`src/rtl/spirv_image_format_patcher_core_assert.svh`:
```
// Assertion helpers for the image format patcher.
// Both macros sample on clk and are disabled while rst_n is low.
`ifndef SPIRV_IMAGE_FORMAT_PATCHER_CORE_ASSERT_SVH
`define SPIRV_IMAGE_FORMAT_PATCHER_CORE_ASSERT_SVH

// Same-cycle implication.
`define SIFP_ASSERT_NOW(label, ante, cons, msg) \
    label: assert property (@(posedge clk) disable iff (!rst_n) (ante) |-> (cons)) \
        else $error(msg);

// Next-cycle implication.
`define SIFP_ASSERT_NEXT(label, ante, cons, msg) \
    label: assert property (@(posedge clk) disable iff (!rst_n) (ante) |=> (cons)) \
        else $error(msg);

`endif

```
`src/rtl/sifp_pkg.sv`:
```
package sifp_pkg;

    localparam int HEADER_WORDS_DEF = 5;

    localparam logic [15:0] OP_CAPABILITY       = 16'd17;
    localparam logic [15:0] OP_TYPE_IMAGE       = 16'd25;
    localparam logic [31:0] CAP_WRITE_NO_FORMAT = 32'd56;
    localparam logic [31:0] CAP_SHADER          = 32'd1;
    localparam logic [31:0] SAMPLED_NO_SAMPLER  = 32'd2;
    localparam logic [31:0] FMT_RGBA16F         = 32'd2;
    localparam logic [31:0] FMT_RGBA8           = 32'd4;

    // Operand positions inside an instruction, start word at 0
    localparam logic [15:0] POS_CAP_OPERAND = 16'd1;
    localparam logic [15:0] POS_IMG_SAMPLED = 16'd7;
    localparam logic [15:0] POS_IMG_FORMAT  = 16'd8;

    localparam logic [15:0] MIN_LEN_CAP = 16'd2;
    localparam logic [15:0] MIN_LEN_IMG = 16'd9;

    typedef struct packed {
        logic [31:0] word;
        logic        last;
        logic        patched;
    } result_t;

endpackage

```
`src/rtl/spirv_image_format_patcher_core.sv`:
```
// SPIR-V image format patcher.
// Input channel: word_in/last_in with in_valid/in_ready; one beat is one
// 32-bit module word, last_in marks the final word of a module.
// Output channel: word_out/last_out/was_patched with out_valid/out_ready;
// exactly one output beat per input beat, in order.
// Config: cfg_wr_en/cfg_wr_data write hdr_mode; write only while no
// beats are in flight.
// Accepted words go to the output register, or to skid if it is held.
// Throughput: one word per cycle while the skid register is empty; the
// per-word work is a position counter increment and a few compares
// between the state registers and the output register.
// Stall: a skid register holds one extra beat while out_ready is low;
// in_ready drops only when that skid beat is occupied.
// Reset: clears framing state, hdr_mode and both valid flags; the first
// HEADER_WORDS words after reset or after a last beat pass as header.
module spirv_image_format_patcher_core #(
    parameter int HEADER_WORDS = sifp_pkg::HEADER_WORDS_DEF
) (
    input  logic        clk,
    input  logic        rst_n,

    input  logic        cfg_wr_en,
    input  logic        cfg_wr_data,

    input  logic        in_valid,
    output logic        in_ready,
    input  logic [31:0] word_in,
    input  logic        last_in,

    output logic        out_valid,
    input  logic        out_ready,
    output logic [31:0] word_out,
    output logic        last_out,
    output logic        was_patched
);

`include "spirv_image_format_patcher_core_assert.svh"

    localparam int HdrW = $clog2(HEADER_WORDS + 1);
    localparam logic [HdrW-1:0] HdrCount = HdrW'(HEADER_WORDS);

    // Framing state
    logic [HdrW-1:0] hdr_cnt_reg, hdr_cnt_next;
    logic [15:0]     pos_reg, pos_next;
    logic [15:0]     len_reg, len_next;
    logic            cap_reg, cap_next;   // capability instr, long enough
    logic            img_reg, img_next;   // image type instr, long enough
    logic            two_reg, two_next;   // sampled operand was 2
    logic            hdr_mode_reg;

    // Output side: result register plus one skid beat
    sifp_pkg::result_t out_data_reg, skid_data_reg, res;
    logic              out_valid_reg, skid_valid_reg;

    logic        accept;
    logic        out_fire;
    logic [15:0] wc;
    logic [15:0] len_new;
    logic [16:0] pos_inc;

    assign in_ready = !skid_valid_reg;
    assign accept   = in_valid && in_ready;
    assign out_fire = out_valid_reg && out_ready;

    assign wc      = word_in[31:16];
    assign len_new = (wc == 16'd0) ? 16'd1 : wc;
    assign pos_inc = {1'b0, pos_reg} + 17'd1;

    // Per-word rewrite and framing update
    always_comb
    begin
        res          = '{word: word_in, last: last_in, patched: 1'b0};
        hdr_cnt_next = hdr_cnt_reg;
        pos_next     = pos_reg;
        len_next     = len_reg;
        cap_next     = cap_reg;
        img_next     = img_reg;
        two_next     = two_reg;

        priority if (hdr_cnt_reg < HdrCount)
        begin
            // header word: count it and pass it
            hdr_cnt_next = hdr_cnt_reg + HdrW'(1);
        end
        else if (pos_reg == 16'd0)
        begin
            // instruction start word: latch length and opcode class
            len_next = len_new;
            cap_next = (word_in[15:0] == sifp_pkg::OP_CAPABILITY)
                       && (len_new >= sifp_pkg::MIN_LEN_CAP);
            img_next = (word_in[15:0] == sifp_pkg::OP_TYPE_IMAGE)
                       && (len_new >= sifp_pkg::MIN_LEN_IMG);
            two_next = 1'b0;
            pos_next = (len_new > 16'd1) ? 16'd1 : 16'd0;
        end
        else
        begin
            if (cap_reg && pos_reg == sifp_pkg::POS_CAP_OPERAND
                && word_in == sifp_pkg::CAP_WRITE_NO_FORMAT)
            begin
                res.word    = sifp_pkg::CAP_SHADER;
                res.patched = 1'b1;
            end
            if (img_reg)
            begin
                if (pos_reg == sifp_pkg::POS_IMG_SAMPLED)
                begin
                    two_next = (word_in == sifp_pkg::SAMPLED_NO_SAMPLER);
                end
                else if (pos_reg == sifp_pkg::POS_IMG_FORMAT && two_reg)
                begin
                    res.word    = hdr_mode_reg ? sifp_pkg::FMT_RGBA16F
                                               : sifp_pkg::FMT_RGBA8;
                    res.patched = 1'b1;
                end
            end
            // advance, wrap to start at the end of the instruction
            pos_next = (pos_inc >= {1'b0, len_reg}) ? 16'd0 : pos_inc[15:0];
        end

        // end of module: drop any partial instruction, restart framing
        if (last_in)
        begin
            hdr_cnt_next = '0;
            pos_next     = 16'd0;
            len_next     = 16'd0;
            cap_next     = 1'b0;
            img_next     = 1'b0;
            two_next     = 1'b0;
        end
    end

    always_ff @(posedge clk or negedge rst_n)
    begin
        if (!rst_n)
        begin
            hdr_cnt_reg  <= '0;
            pos_reg      <= 16'd0;
            len_reg      <= 16'd0;
            cap_reg      <= 1'b0;
            img_reg      <= 1'b0;
            two_reg      <= 1'b0;
            hdr_mode_reg <= 1'b0;
        end
        else
        begin
            if (cfg_wr_en)
            begin
                hdr_mode_reg <= cfg_wr_data;
            end
            if (accept)
            begin
                hdr_cnt_reg <= hdr_cnt_next;
                pos_reg     <= pos_next;
                len_reg     <= len_next;
                cap_reg     <= cap_next;
                img_reg     <= img_next;
                two_reg     <= two_next;
            end
        end
    end

    // Output and skid valid flags
    always_ff @(posedge clk or negedge rst_n)
    begin
        if (!rst_n)
        begin
            out_valid_reg  <= 1'b0;
            skid_valid_reg <= 1'b0;
        end
        else if (!out_valid_reg || out_fire)
        begin
            // output slot frees: refill from skid first, else from input
            out_valid_reg  <= skid_valid_reg || accept;
            skid_valid_reg <= 1'b0;
        end
        else if (accept)
        begin
            // output held: park the new beat in skid
            skid_valid_reg <= 1'b1;
        end
    end

    // Output and skid payload, no reset needed
    always_ff @(posedge clk)
    begin
        if (!out_valid_reg || out_fire)
        begin
            out_data_reg <= skid_valid_reg ? skid_data_reg : res;
        end
        else if (accept)
        begin
            skid_data_reg <= res;
        end
    end

    assign out_valid   = out_valid_reg;
    assign word_out    = out_data_reg.word;
    assign last_out    = out_data_reg.last;
    assign was_patched = out_data_reg.patched;

    `SIFP_ASSERT_NOW(a_skid_implies_out, skid_valid_reg, out_valid_reg,
        "skid beat held without an output beat")
    `SIFP_ASSERT_NOW(a_pos_in_range, pos_reg != 16'd0, pos_reg < len_reg,
        "instruction position beyond its length")
    `SIFP_ASSERT_NOW(a_hdr_cnt_sat, 1'b1, hdr_cnt_reg <= HdrCount,
        "header counter past header size")
    `SIFP_ASSERT_NEXT(a_last_clears, accept && last_in,
        hdr_cnt_reg == '0 && pos_reg == 16'd0 && !two_reg,
        "framing not cleared after last beat")
    `SIFP_ASSERT_NOW(a_patch_value, out_valid_reg && out_data_reg.patched,
        out_data_reg.word == sifp_pkg::CAP_SHADER
        || out_data_reg.word == sifp_pkg::FMT_RGBA16F
        || out_data_reg.word == sifp_pkg::FMT_RGBA8,
        "patched word holds an unexpected value")

endmodule
```
`config.mk`:
```
export PLATFORM = sky130hd
export DESIGN_NAME = spirv_image_format_patcher_core
export DESIGN_NICKNAME = d
export VERILOG_FILES = /design/src/rtl/sifp_pkg.sv /design/src/rtl/spirv_image_format_patcher_core.sv
export VERILOG_INCLUDE_DIRS = /design/src /design/src/rtl
export SDC_FILE = /design/constraint.sdc
export NUM_CORES = 1
export LEC_CHECK = 0
export BUFFER_PORTS_ARGS = -buffer_cell sky130_fd_sc_hd__buf_4
export CORE_MARGIN = 3
export CORE_UTILIZATION = 35
export CTS_CLUSTER_SIZE = 10
export DETAILED_ROUTE_END_ITERATION = 8
export MAX_ROUTING_LAYER = met4
export PLACE_DENSITY_LB_ADDON = 0.3
export REMOVE_ABC_BUFFERS = 1
export SLEW_MARGIN = 10
export SYNTH_ARGS = -nofsm -noshare
export SYNTH_HDL_FRONTEND = slang
export SYNTH_SLANG_ARGS = --single-unit
```
`constraint.sdc`:
```
create_clock -name clk -period 4.3 [get_ports clk]
set_input_delay 0.86 -clock clk [delete_from_list [all_inputs] [get_ports clk]]
set_output_delay 0.86 -clock clk [all_outputs]
set_load 0.05 [all_outputs]
```
Yosys cells after proc, flatten, opt, wreduce, memory -nomap -nowiden
Cells that the tools add are included.
- flip-flop bits (word level): 109
- input port bits: 39
- output and inout bits: 36
- add/subtract/negate cells: 2
- magnitude comparators: 5
- equality and inequality tests: 8
- muxes and demuxes: 38
- bitwise operators: 1
- reductions and logical operators: 23
- operators with widths (operator ; number):
    2-to-1 mux 32 bit ; 6
    2-to-1 mux 16 bit ; 8
    2-to-1 mux 34 bit ; 1
    equality test 16 x 5 -> 1 bit (second input constant) ; 2
    equality test 32 x 2 -> 1 bit (second input constant) ; 1
    equality test 32 x 6 -> 1 bit (second input constant) ; 1
    zero test 16 bit ; 2
    2-to-1 mux 1 bit ; 20
    adder 16 x 1 -> 17 bit (second input constant) ; 1
    greater-or-equal comparator 17 x 16 -> 1 bit ; 1
    equality test 16 x 1 -> 1 bit (second input constant) ; 1
    equality test 16 x 3 -> 1 bit (second input constant) ; 1
    equality test 16 x 4 -> 1 bit (second input constant) ; 1
    greater-or-equal comparator 16 x 2 -> 1 bit (second input constant) ; 1
    greater-or-equal comparator 16 x 4 -> 1 bit (second input constant) ; 1
    greater-than comparator 16 x 1 -> 1 bit (second input constant) ; 1
    2-to-1 mux 3 bit ; 3
    logical AND 1 bit ; 7
    AND reduction 2 bit ; 3
    nonzero test 2 bit ; 3
    nonzero test 3 bit ; 2
    AND reduction 4 bit ; 1
    adder 3 x 1 -> 3 bit (second input constant) ; 1
    < comparator 3 bit (second input constant) ; 1
    5 further kinds ; 7

Depth between registers and ports, before layout
Gate-level depths: netlist of run 1.
- word-level depth: 10
- gate-level depth with buffers: 16
- mapped depth without buffers: 13

Worst setup path before layout of run 1
No wires, ideal clock.
- path kind: input port to flip-flop
- start point: input out_ready
- end point: register skid_data_reg[0] (netlist bit) (enable)
- setup time: 0.425 ns
- arrival: 3.309 ns
- path slack: 0.566 ns
- cell stages on the path: 2
- cell sequence: nand2b_1 nor2_1
- longest elaborated chain between the ends: 4
- RTL lines (item ; line ; RTL):
    start, declared ; spirv_image_format_patcher_core.sv:31 ; input logic out_ready,
    logical AND 1 bit ; spirv_image_format_patcher_core.sv:63 ; assign out_fire = out_valid_reg && out_ready;
    logical OR 1 bit ; spirv_image_format_patcher_core.sv:187 ; if (!out_valid_reg || out_fire)
    NOT 1 bit (no source line) ; - ;
    AND reduction 2 bit (no source line) ; - ;
    end signal, assigned ; spirv_image_format_patcher_core.sv:193 ; skid_data_reg <= res;
    end, declared ; spirv_image_format_patcher_core.sv:52 ; sifp_pkg::result_t out_data_reg, skid_data_reg, res;
No other way between the ends.
A chain may end at the register's enable or synchronous reset.

Final worst setup path of run 1
- start point: register pos_reg[0]
- end point: register pos_reg[2]
- longest elaborated chain between the ends: 6
- RTL lines (item ; line ; RTL):
    start, declared ; spirv_image_format_patcher_core.sv:44 ; logic [15:0] pos_reg, pos_next;
    start signal, assigned ; spirv_image_format_patcher_core.sv:154 ; pos_reg <= pos_next;
    adder 16 x 1 -> 17 bit ; spirv_image_format_patcher_core.sv:67 ; assign pos_inc = {1'b0, pos_reg} + 17'd1;
    greater-or-equal comparator 17 x 16 -> 1 bit ; spirv_image_format_patcher_core.sv:118 ; pos_next = (pos_inc >= {1'b0, len_reg}) ? 16'd0 : pos_inc[15:0];
    2-to-1 mux 16 bit ; spirv_image_format_patcher_core.sv:118 ;
    2-to-1 mux 16 bit * ; spirv_image_format_patcher_core.sv:85 ; else if (pos_reg == 16'd0)
    2-to-1 mux 16 bit * ; spirv_image_format_patcher_core.sv:80 ; priority if (hdr_cnt_reg < HdrCount)
    2-to-1 mux 16 bit * ; spirv_image_format_patcher_core.sv:122 ; if (last_in)
Every way passes the cells marked *; elsewhere a longest branch is shown, timed or not. The select of a mux whose other input is x is not followed.

==> metrics.cfg, run 1 <==
[drt]
vias=4014
post_drt_wl_per_cell_microns=15.77
initialDrtViolationCount=515
ant_nets=0
vias_per_cell=5.254
routed_wirelength_microns=12050
first_pass_iters=5
route.detailed.drc=0

[setup_path]
cpMaxStageDelayCell=and4_1
reg2reg_slack_ns=0.65
worst_r2r_endpoint=pos_reg[2]
cp_data_required_time_ns=4.52
crit_fanout=16
crit_family=simple AND/OR/NAND/NOR gates
crit_chain=ha_1 -> and2_1 -> nand4_1 -> o21a_1 -> or2_2 -> ha_1 -> a21o_1 -> a21oi_1 -> and2_1 -> and4_1 -> nand2_1 -> o311ai_0
endpoint_kind=register
cpPeakStageDelay_ns=0.57
worstPathArrival_ns=3.87
rr_startpoint=pos_reg[0]
path_buf_inv=0
critPathLaunchType=register
crit_end=pos_reg[2]
path_depth=12
crit_start=pos_reg[0]
path_class=reg2reg
r2r_cells=12

[layout]
layout_commonest_cell=buf_4
nets=634
layout-drive-gt1-share_pct=18.28
layout-area-overhead-vs-synth_pct=19.74
final_cell_mix=79 x buf_4, 72 x o21ai_0, 69 x nand2_1, 68 x edfxtp_1, 55 x inv_1
final_cell_area_sq_mm=0.006406
largest_reg_flops=34
antenna_cells=0
nFillCells=1392
utilization_pct=43.42
seqCellArea_sq_mm=0.003068
fin_cells=764
multi_input_area_sq_mm=0.001974

[synthesis]
synth_top_cell_by_area=edfxtp_1
yosysWarnings=0
synth.area.top_cells=edfxtp_1 38%, dfrtp_1 19%, o21ai_0 6.7%
synthCells=513
synth_area_sq_mm=0.005350
syn_area_per_cell_sq_um=10.43
ys_types=47
synth_edf_count=68
synth_ff_type=edfxtp_1
seq_area_frac_synth_pct=57.34
synth-seq-cells=109
async_flop_share_pct=37.61
synth_top_area_share_pct=38.17

[grt]
gr-total-overflow=0
antenna_found_initial=0
grt_pass1_wl_microns=19910
grt_max_degree=65
grtUsageTotal_pct=15.19
grt_pass1_vias=3968

[timing]
fmax_ghz=0.2739
fin_crit_ns=3.651
slew_viol_final=0
setup-violations-final=0
hold_viol=0
fin_crit_sh_pct=84.91
finClkSkew_ns=0.007714
finalSetupTns_ns=0
rsz0062_at_grt=false
tightest_slew_ns=1.097
slew_headroom_pct=26.85

[die]
die_width_microns=129.6
dieArea_sq_mm=0.01681
io_pins=75
start_util_pct=36.26
die_y_microns=129.6
core_sq_mm=0.01475
rows=44

[flow_run]
max_cap_violations=0

[clock_network]
cts_setup_buffers=0
clock_latency_ns=0.34
cts_inserted_buffers=9
htree_levels=3
path_clk_slew_ns=0.07
clockBufferDepth=2
cts_sinks=109
postCtsHoldBufs=0
cts_tree=done
cts_resized=0
cts-root-buf=clkbuf_16

[pwr]
p_leak_nw=2.706
finalPower_mw=2.844
ir_worst_vdd_mv=0.1729
pwr_density_cell_mw_per_mm2=444.0

[placement]
place_hpwl_microns=8633
place_congestion=0.8693
placed_cells=748
post_dp_cell_area_sq_mm=0.006072
port_buffers=74

[outcome]
status=complete, no violations

[worst_hold_path]
hold_class=in2async

==> metal layers <==
metal / part of all wire (%) / vias up / global-route usage, %
li1: - / 1962 / -
met1: 47 / 1939 / 19.86
met2: 48 / 94 / 24.14
met3: 3.7 / 19 / 1.937
met4: 2.0 / 0 / 5.929
met5: 0 / - / -
==> stage by stage <==
stage               setup WS, ns  hold slack [ns]
floorplan                 0.5660           0.4498
global placement          0.6259           0.4668
detailed placement        0.5863           0.4777
CTS                       0.6727           0.4991
global route              0.2318           0.5153
finish                    0.6489           0.4853
==> cells in the mapped netlist, drive strengths merged (4+ instances only) <==
cell and instances:
nand4 12, nor4 4, dfrtp 41, a21oi 13, nand2 69, nor3 8
nand2b 4, xnor2 7, o21ai 79, nand3 10, or2 6, nor2b 4
ha 20, clkbuf 27, and3 5, edfxtp 68, inv 55, or4 7
a22o 12, a32o 9, mux2 4, nor2 14
==> cells by family after synthesis <==
family / synth area share [%]
simple gates: 14.48
buf+inv: 5.847
compound gates: 15.11
fa+ha+maj: 4.677
xor+xnor: 1.637
mux: 0.9119
flops: 57.34
==> where the power goes <==
part | switching, mW | leakage [nW] | internal, mW | total [mW]
Sequential | 0.0714 | 1.20 | 1.24 | 1.31
Combinational | 0.404 | 1.34 | 0.214 | 0.618
Clock | 0.366 | 0.164 | 0.547 | 0.913
Total | 0.841 | 2.71 | 2.00 | 2.84
==> cell type report <==
type / instances / share of cell area [%]
Clock buffer: 12 / 4.004
Clock inverter: 4 / 1.211
Inverter: 55 / 3.223
Multi-Input combinational cell: 321 / 30.82
Sequential cell: 109 / 47.89
Tap cell: 184 / 3.594
Timing Repair Buffer: 79 / 9.258
==> worst min-delay path by stage <==
| stage | cells after the start | startpoint | slack [ns] | endpoint |
|---|---|---|---|---|
| final | 1 | rst_n | 0.49 | out_valid |
| after global routing | 1 | cap_reg | 0.52 | cap_reg |
| after CTS | 2 | len_reg[8] | 0.50 | len_reg[8] |
| after detailed placement | 2 | len_reg[10] | 0.48 | len_reg[10] |
| after global placement | 2 | len_reg[13] | 0.47 | len_reg[13] |
| after floorplan | 2 | len_reg[10] | 0.45 | len_reg[10] |
Note: power is estimated with default switching activity, not from simulation.
==> inputs of run 2 (changes only) <==
Clock period 4.3 ns to 3.75 ns, I/O delays scaled along.
==> run 2 against run 1 <==
- final cell count up 0.39%
- total power is 10% higher
- count of clock-buffer cells in the layout is 2 lower
- via count down 0.52%
- worst hold slack got worse by 0.11 ns
- clock skew down 0.0021 ns
- core utilization down 0.17 points
- final area decreased by 0.39%
==> metrics.cfg, run 2 (synthesis gave the netlist of run 1 again) <==
[timing]
fin_crit_ns=3.456
fmax_ghz=0.2893
slew_headroom_pct=57.09
tightest_slew_ns=0.6409
slew_viol_final=0
finClkSkew_ns=0.005654
finalSetupTns_ns=0
setup-violations-final=0
rsz0062_at_grt=false
fin_crit_sh_pct=92.16
hold_viol=0

[layout]
final_cell_mix=82 x buf_4, 72 x o21ai_0, 69 x nand2_1, 68 x edfxtp_1, 55 x inv_1
layout_commonest_cell=buf_4
fin_cells=767
antenna_cells=0
final_cell_area_sq_mm=0.006381
layout-drive-gt1-share_pct=19.04
layout-area-overhead-vs-synth_pct=19.27
largest_reg_flops=34
nets=637
nFillCells=1364

[worst_hold_path]
hold_class=in2async

[die]
die_width_microns=129.6
dieArea_sq_mm=0.01681
io_pins=75
rows=44
start_util_pct=36.26
core_sq_mm=0.01475
die_y_microns=129.6

[grt]
grtUsageMet2_pct=23.63
gr-total-overflow=0
grt_pass1_vias=3825
antenna_found_initial=0
grt_most_used_layer=met2
grtUsageTotal_pct=14.88
grt_max_degree=65
grt_pass1_wl_microns=19330
use_met1_pct=19.56
use_met3_pct=2.844

[setup_path]
worstPathArrival_ns=3.67
reg2reg_slack_ns=0.29
critPathLaunchType=register
crit_chain=ha_1 -> and2_1 -> nand4_1 -> o21a_1 -> or2_2 -> ha_1 -> a21o_1 -> a21oi_1 -> and2_1 -> and4_4 -> nand2_1 -> o311ai_0
cpMaxStageDelayCell=dfrtp_1
crit_fanout=16
cpPeakStageDelay_ns=0.48
endpoint_kind=register
cp_data_required_time_ns=3.96
path_class=reg2reg

[pwr]
pwr_density_cell_mw_per_mm2=490.3
p_leak_nw=2.694
ir_worst_vdd_mv=0.2649

[clock_network]
clockBufferDepth=2
cts_resized=0
cts_tree=done
cts_sinks=109
cts-root-buf=clkbuf_16
htree_levels=3
postCtsHoldBufs=0
clock_latency_ns=0.34
path_clk_slew_ns=0.07
cts_setup_buffers=0
cts_inserted_buffers=9

[placement]
port_buffers=74
place_hpwl_microns=8668
place_congestion=0.8250
placed_cells=751
post_dp_cell_area_sq_mm=0.006095

[drt]
vias_per_cell=5.206
route.detailed.drc=0
routed_wirelength_microns=12080
initialDrtViolationCount=416
vias=3993
post_drt_wl_per_cell_microns=15.75
first_pass_iters=4
ant_nets=0

[flow_run]
max_cap_violations=0

[outcome]
status=complete, no violations

run 2: changes by cell type in the layout (fill, tap and decap cells not counted), sizes merged:
| cell | before | now |
|---|---|---|
| clkinv | 0 | 2 |
| clkinvlp | 0 | 2 |
| clkbuf | 12 | 10 |
| bufinv | 2 | 0 |
| buf | 79 | 82 |
run 2: path summary, 6_finish.rpt:
check                           start     endpoint  cells after the start
max                        pos_reg[0]   pos_reg[2]                     12
min                             rst_n    out_valid                      1
max reg2reg                pos_reg[0]   pos_reg[2]                     12
min reg2reg                len_reg[8]   len_reg[8]                      2
max in group asynchronous       rst_n  len_reg[14]                      1
min in group clk           len_reg[8]   len_reg[8]                      2
run 2: report_power, final:
part           total, mW  switching (mW)  internal [mW]
combinational      0.709           0.463          0.247
sequential          1.51          0.0827           1.42
clock              0.913           0.438          0.474
total               3.13           0.984           2.14
run 2: area by class of cell:
type	instances	area, sq um	area share [%]
Timing Repair Buffer	82	615.6	9.647
Multi-Input combinational cell	321	1977	30.98
Sequential cell	109	3068	48.08
Clock inverter	6	45.04	0.7059
Clock buffer	10	239.0	3.745
Tap cell	184	230.2	3.608
Inverter	55	206.4	3.235
run 2: critical path, delay by kind of cell (launching register included):
| kind | cells | cell delay (ns) |
|---|---|---|
| and+or+nand+nor | 6 | 1.40 |
| AOI/OAI and AO/OA | 4 | 0.88 |
| adders and majority gates | 2 | 0.57 |
| DFF | 1 | 0.48 |
run 2: per-layer routing:
layer,vias up,share of wire [%]
li1,1957,-
met1,1924,47
met2,99,47
met3,13,4.4
met4,0,1.7
met5,-,0
run 2: through the flow:
step                power, mW  setup slack [ns]  hold slack [ns]  utilization [%]
global placement        2.217            0.2675           0.4704            41.31
global route            3.297           0.05446           0.4249            43.25
detailed placement      2.242           0.09151           0.4792            41.31
floorplan               1.990            0.1260           0.4498                -
finish                  3.129            0.2939           0.3797            43.25
CTS                     3.162           0.04921           0.4060            43.23
